===== src/sv/npcc_pkg.sv =====
// Package for the nearest point collision check block.
// Holds sizes, register codes, defaults and the item, result and configuration types.
// Depends on nothing; every other file imports it.
package npcc_pkg;

    localparam int MAX_POINTS = 4096;
    localparam int COORD_W    = 24;
    localparam int DIST_W     = 50;
    localparam int STEP_W     = 23;
    localparam int CNT_W      = $clog2(MAX_POINTS + 1);
    localparam int PT_ADDR_W  = $clog2(MAX_POINTS);
    localparam int DIFF_W     = COORD_W + 1;
    localparam int SQ_W       = 2 * DIFF_W;

    localparam int APB_DATA_W = 64;
    localparam int APB_ADDR_W = 6;
    localparam int REG_IDX_W  = 3;

    localparam logic [REG_IDX_W-1:0] REG_COLLIDE_DIST_SQ = 3'd0;
    localparam logic [REG_IDX_W-1:0] REG_FAR_DIST_SQ     = 3'd1;
    localparam logic [REG_IDX_W-1:0] REG_NEAR_DIST_SQ    = 3'd2;
    localparam logic [REG_IDX_W-1:0] REG_LONG_STEP       = 3'd3;
    localparam logic [REG_IDX_W-1:0] REG_MEDIUM_STEP     = 3'd4;
    localparam logic [REG_IDX_W-1:0] REG_SHORT_STEP      = 3'd5;

    localparam logic [DIST_W-1:0] RST_COLLIDE_DIST_SQ = DIST_W'(65536);
    localparam logic [DIST_W-1:0] RST_FAR_DIST_SQ     = DIST_W'(6553600);
    localparam logic [DIST_W-1:0] RST_NEAR_DIST_SQ    = DIST_W'(1638400);
    localparam logic [STEP_W-1:0] RST_LONG_STEP       = STEP_W'(2560);
    localparam logic [STEP_W-1:0] RST_MEDIUM_STEP     = STEP_W'(1280);
    localparam logic [STEP_W-1:0] RST_SHORT_STEP      = STEP_W'(256);

    // 1e8 in real units squared, scaled to Q34.16
    localparam logic [DIST_W-1:0] SENTINEL_SQ = DIST_W'(64'd100000000 << 16);

    localparam logic KIND_QUERY = 1'b0;
    localparam logic KIND_ADD   = 1'b1;

    typedef struct packed {
        logic                      kind;
        logic signed [COORD_W-1:0] x_coord;
        logic signed [COORD_W-1:0] y_coord;
    } item_t;

    typedef struct packed {
        logic              collided;
        logic [DIST_W-1:0] min_dist_sq;
        logic [STEP_W-1:0] step_length;
        logic [CNT_W-1:0]  stored_count;
        logic              store_full;
    } result_t;

    typedef struct packed {
        logic [DIST_W-1:0] collide_dist_sq;
        logic [DIST_W-1:0] far_dist_sq;
        logic [DIST_W-1:0] near_dist_sq;
        logic [STEP_W-1:0] long_step;
        logic [STEP_W-1:0] medium_step;
        logic [STEP_W-1:0] short_step;
    } cfg_t;

endpackage


===== src/sv/npcc_dist.sv =====
// Pipelined squared-distance unit shared by every point of a scan.
// Stages: store read, absolute difference, square, sum. Flush drops all in flight.
// Depends on npcc_pkg for widths.
module npcc_dist (
    input  logic                                clk,
    input  logic                                rst_n,
    input  logic                                req,
    input  logic                                flush,
    input  logic signed [npcc_pkg::COORD_W-1:0] walker_x,
    input  logic signed [npcc_pkg::COORD_W-1:0] walker_y,
    input  logic signed [npcc_pkg::COORD_W-1:0] pt_x,
    input  logic signed [npcc_pkg::COORD_W-1:0] pt_y,
    output logic                                res_valid,
    output logic [npcc_pkg::DIST_W-1:0]         res_dist
);
    import npcc_pkg::*;

    logic               v0_reg, v1_reg, v2_reg, v3_reg;
    logic signed [DIFF_W-1:0] dx, dy;
    logic [DIFF_W-1:0]  adx_reg, ady_reg;
    logic [SQ_W-1:0]    sqx_reg, sqy_reg;
    logic [SQ_W-1:0]    sum_reg;

    assign dx = DIFF_W'(walker_x) - DIFF_W'(pt_x);
    assign dy = DIFF_W'(walker_y) - DIFF_W'(pt_y);

    always_ff @(posedge clk or negedge rst_n)
    begin
        if (!rst_n)
        begin
            v0_reg <= 1'b0;
            v1_reg <= 1'b0;
            v2_reg <= 1'b0;
            v3_reg <= 1'b0;
        end
        else
        begin
            v0_reg <= req & ~flush;
            v1_reg <= v0_reg & ~flush;
            v2_reg <= v1_reg & ~flush;
            v3_reg <= v2_reg & ~flush;
        end
    end

    always_ff @(posedge clk)
    begin
        adx_reg <= dx[DIFF_W-1] ? DIFF_W'(-dx) : DIFF_W'(dx);
        ady_reg <= dy[DIFF_W-1] ? DIFF_W'(-dy) : DIFF_W'(dy);
        sqx_reg <= SQ_W'(adx_reg) * SQ_W'(adx_reg);
        sqy_reg <= SQ_W'(ady_reg) * SQ_W'(ady_reg);
        sum_reg <= sqx_reg + sqy_reg;
    end

    assign res_valid = v3_reg;
    assign res_dist  = DIST_W'(sum_reg);

endmodule


===== config.mk =====
export PLATFORM = sky130hd
export DESIGN_NAME = npcc_dist
export DESIGN_NICKNAME = d
export VERILOG_FILES = /design/src/sv/npcc_pkg.sv /design/src/sv/npcc_dist.sv
export SDC_FILE = /design/constraint.sdc
export NUM_CORES = 2
export LEC_CHECK = 0
export BUFFER_PORTS_ARGS = -buffer_cell sky130_fd_sc_hd__buf_2
export CAP_MARGIN = 20
export CELL_PAD_IN_SITES_DETAIL_PLACEMENT = 0
export CELL_PAD_IN_SITES_GLOBAL_PLACEMENT = 1
export CORE_ASPECT_RATIO = 1.25
export CORE_MARGIN = 2
export CORE_UTILIZATION = 50
export CTS_BUF_LIST = sky130_fd_sc_hd__clkbuf_4 sky130_fd_sc_hd__clkbuf_8
export CTS_CLUSTER_DIAMETER = 120
export CTS_CLUSTER_SIZE = 28
export DETAILED_ROUTE_END_ITERATION = 6
export PLACE_DENSITY_LB_ADDON = 0.25
export RECOVER_POWER = 50
export SYNTH_ARGS = -nofsm -noshare
export SYNTH_HDL_FRONTEND = slang
export SYNTH_SLANG_ARGS = --single-unit
export TNS_END_PERCENT = 100

===== constraint.sdc =====
create_clock -name clk -period 16.3 [get_ports clk]
set_input_delay 1.63 -clock clk [delete_from_list [all_inputs] [get_ports clk]]
set_output_delay 1.63 -clock clk [all_outputs]
set_load 0.1 [all_outputs]

Yosys cells after proc, flatten, opt, wreduce, memory -nomap -nowiden
Index checks and enable logic that the tools add are counted.
{"block": "op_classes", "add_sub_neg": 5, "mux": 2, "n_mul": 2, "n_bitwise": 5}
{"op": "25-bit by 25-bit multiplier with 50-bit output", "count": 2}
{"op": "50-bit adder", "count": 1}
{"op": "25-bit negator", "count": 2}
{"op": "24-bit by 24-bit subtractor with 25-bit output", "count": 2}
{"op": "24-bit two-way mux", "count": 2}
{"op": "1-bit AND", "count": 4}
{"op": "1-bit inverter", "count": 1}
{"block": "word_totals", "register_bits": 204, "out_inout_bits": 51, "inputBits": 100, "elab_cells": 25}

Longest topological paths before layout
{"block": "depth", "ltp_word": 3, "ltp_mapped": 29, "ltp_nobuf": 27}

Least setup slack after synthesis
Ideal clock, no wire load.
{"block": "synth_timing", "path_kind": "register to register", "start": "register adx_reg[3]", "end": "register sqx_reg[43]", "setup_time_ns": 0.123, "required_ns": 16.177, "t_arrival_ns": 7.169, "n_path_buf": 2, "stages_incl_launch_ff": 28, "period_less_slack_ns": 7.292, "setup_slack_ns": 9.008, "path_cell_list": "dfxtp_1 clkbuf_1 clkbuf_1 nand2_1 fa_1 inv_1 fa_1 inv_1 fa_1 inv_1 fa_1 inv_1 fa_1 inv_1 fa_1 inv_1 fa_1 inv_1 ha_1 and3_1 a2111oi_0 nor2_1 or4b_2 nand2_1 o211ai_1 a21oi_1 o21bai_1 xor2_1"}
{"block": "synth_via", "elab_chain_cells": 1}
{"item": "start, declared", "line": "npcc_dist.sv:20", "text": "logic [DIFF_W-1:0] adx_reg, ady_reg;"}
{"item": "start signal, assigned", "line": "npcc_dist.sv:47", "text": "adx_reg <= dx[DIFF_W-1] ? DIFF_W'(-dx) : DIFF_W'(dx);"}
{"item": "25-bit by 25-bit multiplier with 50-bit output", "line": "npcc_dist.sv:49", "text": "sqx_reg <= SQ_W'(adx_reg) * SQ_W'(adx_reg);"}
{"item": "end signal, assigned", "line": "npcc_dist.sv:49"}
{"item": "end, declared", "line": "npcc_dist.sv:21", "text": "logic [SQ_W-1:0] sqx_reg, sqy_reg;"}
Every way passes these cells.
A chain may end at the register's enable or synchronous reset.

Worst setup path after layout
{"block": "layout_timing", "start": "register adx_reg[11]", "end": "register sqx_reg[46]"}
Same word-level chain as after synthesis.

==> flow_summary.toml <==
[critical_path]
timing.critical_path.cells = "inv_1 -> nor2_1 -> fa_1 -> fa_1 -> inv_1 -> fa_1 -> fa_1 -> inv_1 -> fa_1 -> fa_1 -> inv_1 -> fa_1 -> inv_1 -> ha_1 -> a21oi_1 -> o21a_1 -> o221ai_1 -> a221o_1 -> a21oi_1 -> o31ai_2 -> a311oi_1 -> o31ai_1 -> a21oi_1 -> xnor2_1"
timing.critical_path.buf_inv = 5
worstPathMaxFanout = 22
start_kind = "flop"
worstSetupPathType = "flop to flop"
worstReg2RegStart = "adx_reg[11]"
timing.critical_path.required_ns = 16.89
endpoint_kind = "flop"
critical_path.slowest_cell = "dfxtp_1"
crit_family = "adder cells"
r2r_slack_ns = 7.89
critical-path-top-cell-by-count = "fa_1"
worst_r2r_endpoint = "sqx_reg[46]"
r2r.worst_path.cells = 24
cp.arrival_ns = 8.99
stage_delay_of_the_slowest_cell_on_the_critical_path_ns = 0.97

[grt]
number_of_antenna_violations_at_the_first_check_in_global_routing = 5
overflow = 0
globalRouteTotalUtil = 0.235
largest_net_degree_at_the_start_of_global_routing = 29
global_route_wire_length_before_repair_mm = 175
first_global_vias = 35800

[timing]
hold_violations = 0
worst_slack_ns = 7.89
timing.fmax_mhz = 119
final.setup.tns_ns = 0
setup_failing_eps_final = 0
grt_setup_unrepaired = "no"
clock-skew-final_ns = 0.0823
max_slew.worst_pin.slew_ns = 1.49
report.final.slew_viol_count = 0
layout_min_cycle_time_ns = 8.41
headroom_to_the_max_slew_limit = 0.00578
part_of_the_cycle_the_worst_path_needs = 0.516

[synthesis]
synth-main-ff-cell = "dfxtp_1"
synth_seq_cells = 202
netlist_instances = 5076
ys_top_cells_by_area = "fa_1 41%, ha_1 13%, inv_1 12%, dfxtp_1 8.6%, and2_1 3.5%"
yosysSeqAreaShare = 0.0886
synth-warning-count = 0
netlist_area_um2 = 45800
yosysMostFrequentCell = "inv_1"
ys_async_sr_fraction = 0.0198
synth_commonest_cells = "1444 x inv_1, 934 x fa_1, 474 x ha_1"
mappedNetlistNets = 6584
synth_top_cell_by_area = "fa_1"
synth_cell_type_count = 83
syn_avg_cell_area_um2 = 9.03
number_of_flops_mapped_to_enable_cells_by_yosys = 0
synth_top_area_frac = 0.408

[detailed_routing]
vias = 32400
routed_wl_mm = 104
ant_nets = 0
drt_first_pass_iters = 6
detailedRoute.firstIterationViolations = 1327
wl_per_cell_um = 16.4
route.detailed.vias_per_inst = 5.10
drc_errors = 0

[worst_hold_path]
worstHoldPathType = "flop to flop"
hold_path_end = "res_dist[0]"
hold_path_depth = 1
hold_path.startpoint = "sqy_reg[0]"

[finish]
finish.net_count = 6651
drive_gt1_frac = 0.0367
areaGrowthSynthToFinish_pct = 5.08
post_layout_nonfiller_instances = 6350
utilization = 0.528
largest_register_ffs = 50
fillers = 8697

[place]
dp_slack_ns = 7.95
globalplace.congestion = 0.878
placedCellCount = 6321
io_buffer_count = 150
place.detailed.hpwl_mm = 88.4

[clock_network]
clock_sink_count = 202
cts.clk_slew.worst_paths_ns = 0.14
postCtsSetupBuffers = 0
cts_buffer_depth = 3
cell_chosen_for_the_clock_root = "clkbuf_8"
cts_tree = "done"
cts_made_buffers = 15
worstSkewPairLatency_ns = 0.67
postCtsHoldBufs = 0
clock_tree.htree_level_count = 1
cts_resized = 0

[status]
status = "completed"

[run]
maxCapViolCount = 0

[floorplan]
chipHeight_um = 343
die_w_um = 275
rows = 124
fp.dieArea_um2 = 94100
num_io_pins = 151
initial_utilization = 0.503
design.core.area_um2 = 91200
[cells by family (layout without fill, tap and decap cells)]
group | after synthesis | after routing | synth area share
xor+xnor | 235 | 235 | 0.0449
compound gates | 591 | 591 | 0.0852
mux | 11 | 11 | 0.00251
fa+ha+maj | 1408 | 1408 | 0.537
other cells | 0 | 2 | 0
buf+inv | 1584 | 1659 | 0.130
flops | 202 | 202 | 0.0886
simple gates | 1045 | 1045 | 0.111
[cell usage in the layout (no fill, tap or decap), types with 7 or more instances in the layout]
cell type     n
mux2i_1       7
and3_1       23
o31a_1        7
clkbuf_8     15
nand2_1     416
nand4_1      24
ha_1        474
or3_1         8
buf_2        97
nor2_1      159
fa_1        934
o21ai_0      90
nor4_1        7
xor2_1       68
nand2b_1     22
inv_1      1444
a21oi_1     166
a31oi_1      24
nand3_1      39
a211oi_1     19
o211ai_1     10
nor3_1       17
and2_1      253
a21o_1      118
nor2b_1      38
a2111oi_0     8
buf_4        35
clkbuf_1     55
dfxtp_1     198
o31ai_1      18
or2_2         7
o21a_1       30
xnor2_1     167
o21bai_1     21
[worst max path at each step]
stage	from	to	slack [ns]	cells past startpoint
after detailed placement	adx_reg[5]	sqx_reg[46]	7.95	26
after global routing	adx_reg[11]	sqx_reg[46]	7.36	23
after floorplan	adx_reg[3]	sqx_reg[43]	9.01	27
after global placement	adx_reg[5]	sqx_reg[46]	8.06	26
final	adx_reg[11]	sqx_reg[46]	7.89	24
after CTS	adx_reg[11]	sqx_reg[46]	7.95	23
[final cells by class]
cell class              count  area, µm²  share of cell area
flip-flops and latches    202       4060              0.0844
well taps                1197       1500              0.0311
inverters                1444       5420               0.113
clock buffers              15        206             0.00429
clock inverters            10        169             0.00351
repair buffers            190       1010              0.0210
multi-input cells        3290      35800               0.743
diodes                      2       5.00            0.000104
[stage by stage]
stage | hold slack, ns | area [µm²]
after floorplan | 0.412 | 45800
after global placement | 0.438 | 47800
after detailed placement | 0.434 | 47900
after CTS | 0.469 | 48200
after global routing | 0.492 | 48200
final | 0.462 | 48200
[metal layers]
layer	global-route usage	wire (µm)	vias up
met5	0	0	-
met4	0.0744	3710	0
met3	0.0164	3020	178
met2	0.441	55800	539
met1	0.284	41700	16300
li1	-	-	15400
Power is left out: the tool's default activity adds up to more than one toggle a clock period on the data nets, which glitch-free logic cannot reach.
