<file path="src/sv/npcc_pkg.sv">
// Package for the nearest point collision check block.
// Holds sizes, register codes, defaults and the item, result and configuration types.
// Depends on nothing; every other file imports it.
package npcc_pkg;

    localparam int MAX_POINTS = 4096;
    localparam int COORD_W    = 24;
    localparam int DIST_W     = 50;
    localparam int STEP_W     = 23;
    localparam int CNT_W      = $clog2(MAX_POINTS + 1);
    localparam int PT_ADDR_W  = $clog2(MAX_POINTS);
    localparam int DIFF_W     = COORD_W + 1;
    localparam int SQ_W       = 2 * DIFF_W;

    localparam int APB_DATA_W = 64;
    localparam int APB_ADDR_W = 6;
    localparam int REG_IDX_W  = 3;

    localparam logic [REG_IDX_W-1:0] REG_COLLIDE_DIST_SQ = 3'd0;
    localparam logic [REG_IDX_W-1:0] REG_FAR_DIST_SQ     = 3'd1;
    localparam logic [REG_IDX_W-1:0] REG_NEAR_DIST_SQ    = 3'd2;
    localparam logic [REG_IDX_W-1:0] REG_LONG_STEP       = 3'd3;
    localparam logic [REG_IDX_W-1:0] REG_MEDIUM_STEP     = 3'd4;
    localparam logic [REG_IDX_W-1:0] REG_SHORT_STEP      = 3'd5;

    localparam logic [DIST_W-1:0] RST_COLLIDE_DIST_SQ = DIST_W'(65536);
    localparam logic [DIST_W-1:0] RST_FAR_DIST_SQ     = DIST_W'(6553600);
    localparam logic [DIST_W-1:0] RST_NEAR_DIST_SQ    = DIST_W'(1638400);
    localparam logic [STEP_W-1:0] RST_LONG_STEP       = STEP_W'(2560);
    localparam logic [STEP_W-1:0] RST_MEDIUM_STEP     = STEP_W'(1280);
    localparam logic [STEP_W-1:0] RST_SHORT_STEP      = STEP_W'(256);

    // 1e8 in real units squared, scaled to Q34.16
    localparam logic [DIST_W-1:0] SENTINEL_SQ = DIST_W'(64'd100000000 << 16);

    localparam logic KIND_QUERY = 1'b0;
    localparam logic KIND_ADD   = 1'b1;

    typedef struct packed {
        logic                      kind;
        logic signed [COORD_W-1:0] x_coord;
        logic signed [COORD_W-1:0] y_coord;
    } item_t;

    typedef struct packed {
        logic              collided;
        logic [DIST_W-1:0] min_dist_sq;
        logic [STEP_W-1:0] step_length;
        logic [CNT_W-1:0]  stored_count;
        logic              store_full;
    } result_t;

    typedef struct packed {
        logic [DIST_W-1:0] collide_dist_sq;
        logic [DIST_W-1:0] far_dist_sq;
        logic [DIST_W-1:0] near_dist_sq;
        logic [STEP_W-1:0] long_step;
        logic [STEP_W-1:0] medium_step;
        logic [STEP_W-1:0] short_step;
    } cfg_t;

endpackage

</file>
<file path="src/sv/npcc_cfg.sv">
// APB register file for the collision check thresholds and step lengths.
// Depends on npcc_pkg for register codes, reset values and cfg_t.
module npcc_cfg (
    input  logic                            clk,
    input  logic                            rst_n,
    input  logic                            psel,
    input  logic                            penable,
    input  logic                            pwrite,
    input  logic [npcc_pkg::APB_ADDR_W-1:0] paddr,
    input  logic [npcc_pkg::APB_DATA_W-1:0] pwdata,
    output logic [npcc_pkg::APB_DATA_W-1:0] prdata,
    output logic                            pready,
    output npcc_pkg::cfg_t                  cfg
);
    import npcc_pkg::*;

    cfg_t                 cfg_reg;
    cfg_t                 cfg_next;
    logic [REG_IDX_W-1:0] idx;
    logic                 wr;

    assign idx    = paddr[APB_ADDR_W-1:3];
    assign wr     = psel & penable & pwrite;
    assign pready = 1'b1;
    assign cfg    = cfg_reg;

    always_comb
    begin
        cfg_next = cfg_reg;
        if (wr)
        begin
            unique case (idx)
                REG_COLLIDE_DIST_SQ: cfg_next.collide_dist_sq = pwdata[DIST_W-1:0];
                REG_FAR_DIST_SQ:     cfg_next.far_dist_sq     = pwdata[DIST_W-1:0];
                REG_NEAR_DIST_SQ:    cfg_next.near_dist_sq    = pwdata[DIST_W-1:0];
                REG_LONG_STEP:       cfg_next.long_step       = pwdata[STEP_W-1:0];
                REG_MEDIUM_STEP:     cfg_next.medium_step     = pwdata[STEP_W-1:0];
                REG_SHORT_STEP:      cfg_next.short_step      = pwdata[STEP_W-1:0];
                default:             cfg_next = cfg_reg;
            endcase
        end
    end

    always_comb
    begin
        unique case (idx)
            REG_COLLIDE_DIST_SQ: prdata = APB_DATA_W'(cfg_reg.collide_dist_sq);
            REG_FAR_DIST_SQ:     prdata = APB_DATA_W'(cfg_reg.far_dist_sq);
            REG_NEAR_DIST_SQ:    prdata = APB_DATA_W'(cfg_reg.near_dist_sq);
            REG_LONG_STEP:       prdata = APB_DATA_W'(cfg_reg.long_step);
            REG_MEDIUM_STEP:     prdata = APB_DATA_W'(cfg_reg.medium_step);
            REG_SHORT_STEP:      prdata = APB_DATA_W'(cfg_reg.short_step);
            default:             prdata = '0;
        endcase
    end

    always_ff @(posedge clk or negedge rst_n)
    begin
        if (!rst_n)
        begin
            cfg_reg.collide_dist_sq <= RST_COLLIDE_DIST_SQ;
            cfg_reg.far_dist_sq     <= RST_FAR_DIST_SQ;
            cfg_reg.near_dist_sq    <= RST_NEAR_DIST_SQ;
            cfg_reg.long_step       <= RST_LONG_STEP;
            cfg_reg.medium_step     <= RST_MEDIUM_STEP;
            cfg_reg.short_step      <= RST_SHORT_STEP;
        end
        else
        begin
            cfg_reg <= cfg_next;
        end
    end

endmodule

</file>
<file path="config.mk">
export PLATFORM = sky130hd
export DESIGN_NAME = npcc_cfg
export DESIGN_NICKNAME = d
export VERILOG_FILES = /design/src/sv/npcc_pkg.sv /design/src/sv/npcc_cfg.sv
export SDC_FILE = /design/constraint.sdc
export NUM_CORES = 1
export LEC_CHECK = 0
export ABC_AREA = 1
export BUFFER_PORTS_ARGS = -buffer_cell sky130_fd_sc_hd__buf_4
export CAP_MARGIN = 20
export CORE_AREA = 2 2 157 159
export DETAILED_ROUTE_END_ITERATION = 7
export DIE_AREA = 0 0 159 161
export GPL_TIMING_DRIVEN = 0
export PLACE_DENSITY = 0.8
export SYNTH_ARGS = -nofsm -noshare
export SYNTH_HDL_FRONTEND = slang
export SYNTH_SLANG_ARGS = --single-unit
</file>
<file path="constraint.sdc">
create_clock -name clk -period 3.38 [get_ports clk]
set_input_delay 0.676 -clock clk [delete_from_list [all_inputs] [get_ports clk]]
set_output_delay 0.676 -clock clk [all_outputs]
set_load 0.05 [all_outputs]
</file>
======== Word level (Yosys, flattened, before mapping) ========
Cells that the tools add are included.
operators by class
  equality and inequality tests ........... 5
  multiplexer cells ....................... 1
  bitwise operators ....................... 2
  reductions and logical operators ........ 7
operators with widths
  kind                number
  $pmux 50 s6         1
  $reduce_and 2->1    6
  $eq 3x2->1 const B  2
  $eq 3x3->1 const B  2
  $eq 3x1->1 const B  1
  $logic_not 3->1     1
  $and 1x1->1         2
word-level totals
  flip-flop bits (word level) ............. 219
  input bits .............................. 75
  output and inout port bits .............. 284
  word-level logic and storage cells ...... 21

======== Depth between registers and ports, before layout ========
Gate-level depths: netlist (run 1).
  word-level depth ........................ 3
  mapped depth ............................ 8
  mapped depth without buffers ............ 5

======== Least setup slack after synthesis (run 1) ========
No wires, ideal clock.
  path kind ............................... input port to output port
  start point ............................. input port paddr[3] in the netlist's numbering
  end point ............................... output port prdata[27] in the netlist's numbering
  arrival time ............................ 2.100 ns
  path slack .............................. 0.604 ns
  stages on the path ...................... 5
  path buffers ............................ 2
  path through ............................ buf_4 > nor2_4 > nand2_2 > buf_1 > o211ai_1
between the ends
  word-level cells in the longest chain between the ends .. 2
RTL lines
  item                                      line            text
  start: declaration                        npcc_cfg.sv:9   input logic [npcc_pkg::APB_ADDR_W-1:0] paddr,
  $eq 3x3->1, or another cell as far along  npcc_cfg.sv:46  unique case (idx)
  $pmux 50 s6 (*)                           npcc_cfg.sv:46
  end: declaration                          npcc_cfg.sv:11  output logic [npcc_pkg::APB_DATA_W-1:0] prdata,
Mark *: on every way between the ends. The rest lies on a longest branch, timed or not.

======== Worst setup path in the final report (run 1) ========
  start point ............................. input port paddr[4] in the netlist's numbering
  end point ............................... output port prdata[3] in the netlist's numbering
Same word-level chain as after synthesis.

==> reports/qor.csv, run 1 <==
stage,metric,value,unit
placed_design,GPL Wtd Cong,0.923,
yosys,leading area contributor after synthesis,dfrtp_1,
cts,worst-case clock buffer depth,3,
worst_setup_path,Worst Path Arrival,2.33,ns
global_route,largest net degree at the start of global routing,117,
sta,clock skew,0,ns
sta,max-slew violation count,0,
yosys,"top cells by area, synth","dfrtp_1 (49%), nand2_1 (18%), o21ai_0 (10%)",
yosys,"Distinct cells, synth",24,
sta,setup TNS,0,ns
yosys,post-synthesis async set-or-reset flop share,100,%
die,placement row count,57,
cells_and_area,layout cell share with drive strength beyond 1,26.7,%
sta,minimum clock period,3.01,ns
worst_setup_path,element type at the critical path start,input pin,
placed_design,dpl cells,2007,
routing,Wirelength per Cell,21.3,um
routing,Vias/cell,5.52,
global_route,first-pass GRT wire length,65400,um
yosys,leading cell type by number of instances after synthesis,nand2_1,
cts,CTS tree,done,
die,# IOs,359,
worst_setup_path,worst-path cell chain,buf_2 > inv_2 > nand3_4 > clkbuf_1 > o21ai_0 > inv_1 > nand2_1 > buf_4,
flow_run,MaxCap Viol Count,0,
power,pwr dens,750,nW/um2
routing,DRC Markers,0,
die,Die Ht,161,um
sta,highest clock rate,332,MHz
global_route,all-layer global routing usage,33.3,%
worst_setup_path,"delay-heaviest family, CP",buffers and inverters,
cells_and_area,fin cells,2051,
yosys,"Seq/Total Area, Yosys",52.1,%
worst_setup_path,"Slowest-stage cell, CP",clkbuf_1,
cts,Inserted Clock Buffers,24,
yosys,YS warnings,0,
worst_setup_path,CP Capture Type,primary output,
cts,CTS Root Cell,clkbuf_16,
worst_setup_path,worst-path maximum fanout,10,
worst_setup_path,Reg2Reg Depth,2,
cts,worst-skew pair later-pin latency,0.52,ns
cts,Clock Sink Count,219,
die,initial core utilization,44.0,%
yosys,"EDFF count, synth",0,
cells_and_area,max reg flops,219,
cells_and_area,area delta synth->final,35.8,%
yosys,synth cell count leaders,"nand2_1 (505), o21ai_0 (219), dfrtp_1 (207), inv_1 (74), nand3_1 (70)",
outcome,status,"complete, no violations",
cts,# H-tree levels,1,
cts,CTS resizes,0,
cts,number of setup buffers added after CTS,0,
worst_setup_path,reg2reg start,cfg[89],
routing,routed wire length,43800,um
routing,DRT iter0 DRCs,1207,
yosys,top cell type's share of synthesized area,49.1,%
worst_setup_path,critical path type,in2out,
global_route,vias in the first global route,11197,
worst_setup_path,worst path bufs/invs,5,
hold_path,HP Class,in2async,
routing,Antenna Nets Post-Route,0,
routing,via count,11319,
placed_design,hpwl dp,31300,um
worst_setup_path,"Req. time, crit path",2.70,ns
yosys,Post-Syn Instances,1345,
worst_setup_path,critical path's largest stage delay,0.64,ns
sta,Final Setup Violations,0,
yosys,mapped cell area,10500,um2
power,Worst VDD drop,0.414,mV
routing,Detailed Routing Iterations Pass 1,5,
yosys,Mean Syn Cell Area,7.84,um2
yosys,Seq cells post-synth,219,
cells_and_area,Final Util,59.8,%
power,Pleak,7.56,nW
sta,final period utilization,89.0,%
global_route,GRT Residual Overflow,0,
cells_and_area,nets,1784,
sta,Final Hold Fails,0,
die,die width,159,um
yosys,top_reg_cell synth,dfrtp_1,
sta,Worst-Margin Slew,0.845,ns
die,DIE AREA,25600,um2
sta,unrepaired setup endpoints after global routing,no,
cts,Post-CTS Hold Fix Bufs,0,
die,core area,24000,um2
worst_setup_path,worst r2r dst,cfg[89],
cells_and_area,filler instances,2163,
global_route,initial antenna violation count,1,
sta,Relative slew margins,43.7,%
placed_design,PortBufs,324,
cts,Clock Pin Slew Worst Setup and Hold Paths,0.06,ns
worst_setup_path,flop2flop setup slack,2.55,ns
-- worst reg2reg max path, stage by stage (launching register included) --
cell and delay (ns):
dfstp_2 0.58, o21ai_0 0.10, nand2_1 0.10
-- logic make-up (layout without fill, tap and decap cells) --
kind of cell | after synthesis | in the layout | synth area share, %
flip-flops | 219 | 219 | 52.1
AND/OR/NAND/NOR | 674 | 674 | 26.5
buffers and inverters | 189 | 557 | 8.31
AO/OA/AOI/OAI | 261 | 261 | 13.1
other | 2 | 16 | 0.0712
-- power by group --
| part | internal, W | total [W] | switching [W] |
|---|---|---|---|
| Combinational | 0.00108 | 0.00422 | 0.00314 |
| Sequential | 0.00317 | 0.00363 | 0.000464 |
| Clock | 0.00176 | 0.00289 | 0.00113 |
-- per-layer routing --
layer,vias up,GRT usage [%],wire length [um]
met5,-,0,0
li1,5052,-,-
met3,168,8.22,5130
met2,798,53.6,20100
met1,5301,41.3,15900
met4,0,18.7,2620
-- worst max-delay path by stage --
stage / end / cells past startpoint / start
3_3_place_gp: cfg[207] / 1 / rst_n
3_5_place_dp: prdata[3] / 8 / paddr[4]
6_report: prdata[3] / 8 / paddr[4]
4_1_cts: prdata[3] / 8 / paddr[4]
2_1_floorplan: prdata[27] / 5 / paddr[3]
5_1_grt: prdata[16] / 8 / paddr[4]
-- area by class of cell --
cell class              count  area [um2]  area share (%)
diodes                      1        2.50          0.0175
plain buffers             113         591            4.12
clock buffers              31         658            4.60
clock inverters            12         193            1.35
inverters                  76         285            1.99
multi-input cells         950        4220            29.5
flip-flops and latches    219        5500            38.4
well taps                 324         405            2.83
repair buffers            325        2470            17.2
-- stage by stage --
| step | setup WS (ns) | cell area (um2) | power (W) | hold WS (ns) |
|---|---|---|---|---|
| 6_report | 0.371 | 14300 | 0.0107 | 0.186 |
| 5_1_grt | 0.308 | 14300 | 0.0111 | 0.249 |
| 4_1_cts | 0.435 | 14300 | 0.0107 | 0.237 |
| 3_5_place_dp | 0.437 | 13500 | 0.00787 | 0.483 |
| 3_3_place_gp | 0.00877 | 13400 | 0.00779 | 0.474 |
| 2_1_floorplan | 0.604 | 10600 | 0.00634 | 0.380 |
-- layout by cell type (no fill, tap or decap), types with 12 or more instances in the layout --
cell	n
nand4_1	38
nand3_1	70
dfrtp_1	207
clkbuf_16	25
clkbuf_1	46
buf_2	45
o211ai_1	27
buf_4	344
dfstp_2	12
o21ai_1	14
conb_1	15
nand2_1	505
inv_1	74
nor2_1	48
o21ai_0	219
Note: power is estimated with default switching activity, not from simulation.
==> run 2: changes to the inputs <==
--- a/config.mk
+++ b/config.mk
@@ -8,9 +8,9 @@
 export ABC_AREA = 1
 export BUFFER_PORTS_ARGS = -buffer_cell sky130_fd_sc_hd__buf_4
 export CAP_MARGIN = 20
-export CORE_AREA = 2 2 157 159
+export CORE_AREA = 4 4 159 161
 export DETAILED_ROUTE_END_ITERATION = 7
-export DIE_AREA = 0 0 159 161
+export DIE_AREA = 0 0 163 165
 export GPL_TIMING_DRIVEN = 0
 export PLACE_DENSITY = 0.8
 export SYNTH_ARGS = -nofsm -noshare
==> run 2 against run 1 <==
Routed wire length up 1.8%; hold slack better by 0.044 ns; fmax down 1.4%; die area is 5.1% higher; sequential cell count unchanged; clock power fell by 15%; clock skew unchanged; critical endpoint is now prdata[15].
==> reports/qor.csv, run 2 (same netlist as run 1, synthesis figures left out) <==
stage,metric,value,unit,change
worst_setup_path,Worst Path Arrival,2.38,ns,+0.05 ns
die,initial core utilization,44.0,%,unchanged
cells_and_area,"commonest non-fill, non-tap cell in the layout",nand2_1,,
power,pwr dens,728,nW/um2,-2.9%
cells_and_area,nets,1784,,unchanged
die,core area,24000,um2,unchanged
cts,Post-CTS Hold Fix Bufs,0,,unchanged
global_route,all-layer global routing usage,32.0,%,-1.2 points
worst_setup_path,CP Capture Type,primary output,,
worst_setup_path,worst path bufs/invs,5,,unchanged
cts,Clock Sink Count,219,,unchanged
routing,DRT iter0 DRCs,1071,,-11%
cts,worst-skew pair later-pin latency,0.50,ns,-0.02 ns
routing,routed wire length,44500,um,+1.8%
cells_and_area,max reg flops,219,,unchanged
sta,setup TNS,0,ns,unchanged
cts,# H-tree levels,1,,unchanged
cts,worst-case clock buffer depth,3,,unchanged
worst_setup_path,"Slowest-stage cell, CP",clkbuf_1,,
sta,clock skew,0,ns,unchanged
cells_and_area,Final Util,59.2,%,-0.58 points
cts,CTS resizes,0,,unchanged
sta,max-slew violation count,0,,unchanged
global_route,initial antenna violation count,1,,unchanged
cells_and_area,filler instances,2173,,+0.46%
die,DIE AREA,26900,um2,+5.1%
routing,Wirelength per Cell,21.7,um,+1.9%
worst_setup_path,critical path type,in2out,,
placed_design,PortBufs,324,,unchanged
die,# IOs,359,,unchanged
worst_setup_path,"Req. time, crit path",2.70,ns,about the same
cts,CTS Root Cell,clkbuf_16,,
global_route,first-pass GRT wire length,66000,um,+0.88%
cells_and_area,design area,14200,um2,-0.97%
routing,Detailed Routing Iterations Pass 1,7,,+2
routing,Antenna Nets Post-Route,0,,unchanged
sta,Final Hold Fails,0,,unchanged
sta,minimum clock period,3.05,ns,+0.0430 ns
cts,Inserted Clock Buffers,24,,unchanged
routing,Vias/cell,5.51,,-0.11%
global_route,largest net degree at the start of global routing,122,,+4.3%
die,die width,163,um,+2.5%
power,Pleak,7.50,nW,-0.84%
die,placement row count,57,,unchanged
worst_setup_path,element type at the critical path start,input pin,,
worst_setup_path,critical path's largest stage delay,0.66,ns,+0.02 ns
outcome,status,"complete, no violations",,
hold_path,HP Class,in2async,,
power,total power,0.0103,W,-3.8%
sta,highest clock rate,328,MHz,-1.4%
worst_setup_path,worst-path maximum fanout,10,,unchanged
worst_setup_path,worst-path cell chain,buf_2 > inv_2 > nand3_4 > clkbuf_1 > o21ai_0 > inv_1 > nand2_1 > buf_4,,
power,Worst VDD drop,0.399,mV,-3.4%
cts,number of setup buffers added after CTS,0,,unchanged
cells_and_area,most frequent cells in the layout,"nand2_1 (505), buf_4 (344), o21ai_0 (219), dfrtp_1 (207), inv_1 (74)",,
placed_design,hpwl dp,32000,um,+2.4%
flow_run,MaxCap Viol Count,0,,unchanged
cts,CTS tree,done,,
sta,final period utilization,90.3,%,+1.3 points
placed_design,GPL Wtd Cong,0.902,,-2.3%
cts,Clock Pin Slew Worst Setup and Hold Paths,0.05,ns,about the same
placed_design,Area after DPL,13500,um2,unchanged
worst_setup_path,"delay-heaviest family, CP",buffers and inverters,,
global_route,GRT Residual Overflow,0,,unchanged
die,Die Ht,165,um,+2.5%
sta,Worst-Margin Slew,0.968,ns,+0.123 ns
sta,Final Setup Violations,0,,unchanged
global_route,vias in the first global route,11137,,-0.54%
routing,DRC Markers,0,,unchanged
cells_and_area,layout cell share with drive strength beyond 1,26.2,%,-0.49 points
sta,unrepaired setup endpoints after global routing,no,,
cells_and_area,area delta synth->final,34.5,%,
routing,via count,11295,,-0.21%
sta,Relative slew margins,35.5,%,-8.2 points
==> run 2: cell type report <==
cell class	count	area [um2]	share of cell area, %
clock inverters	2	13.8	0.0971
plain buffers	113	591	4.16
clock buffers	39	698	4.92
repair buffers	325	2470	17.4
well taps	324	405	2.86
inverters	76	285	2.01
multi-input cells	950	4220	29.8
flip-flops and latches	219	5500	38.8
diodes	1	2.50	0.0176
==> run 2: worst register-to-register path, delay by kind of cell, from the launching register on <==
kind	cells	cell delay, ns
buffers and inverters	1	0.05
AO/OA/AOI/OAI	1	0.19
flip-flops	1	0.54
==> run 2: power breakdown <==
| group | switching (W) | internal, W | total [W] |
|---|---|---|---|
| logic | 0.00315 | 0.00108 | 0.00423 |
| clock network | 0.00106 | 0.00140 | 0.00247 |
| registers | 0.000459 | 0.00317 | 0.00363 |
| total | 0.00467 | 0.00565 | 0.0103 |
==> run 2: path summary, 6_finish.rpt <==
check / to / cells after the start / start / slack (ns)
worst max-delay path: prdata[15] / 8 / paddr[4] / 0.33
worst min-delay path: cfg[132] / 1 / rst_n / 0.23
worst max register to register: cfg[141] / 2 / cfg[141] / 2.52
worst min register to register: cfg[185] / 2 / cfg[185] / 0.49
max in group asynchronous: cfg[114] / 2 / rst_n / 2.11
min in group clk: cfg[208] / 3 / pwdata[39] / 0.38
==> run 2: layer usage <==
| layer | global-route usage, % | share of wire [%] | vias up |
|---|---|---|---|
| met4 | 14.0 | 4.9 | 0 |
| met1 | 39.9 | 37 | 5323 |
| met2 | 53.1 | 47 | 774 |
| met3 | 8.06 | 11 | 147 |
| met5 | 0 | 0 | - |
| li1 | - | - | 5051 |
==> run 2: through the flow <==
| stage | setup WS, ns | hold slack [ns] | std cells |
|---|---|---|---|
| 3_5_place_dp | 0.393 | 0.483 | 2007 |
| 4_1_cts | 0.385 | 0.297 | 2048 |
| 2_1_floorplan | 0.604 | 0.380 | 1358 |
| 6_report | 0.328 | 0.231 | 2049 |
| 3_3_place_gp | 0.00762 | 0.478 | 2006 |
| 5_1_grt | 0.213 | 0.336 | 2049 |
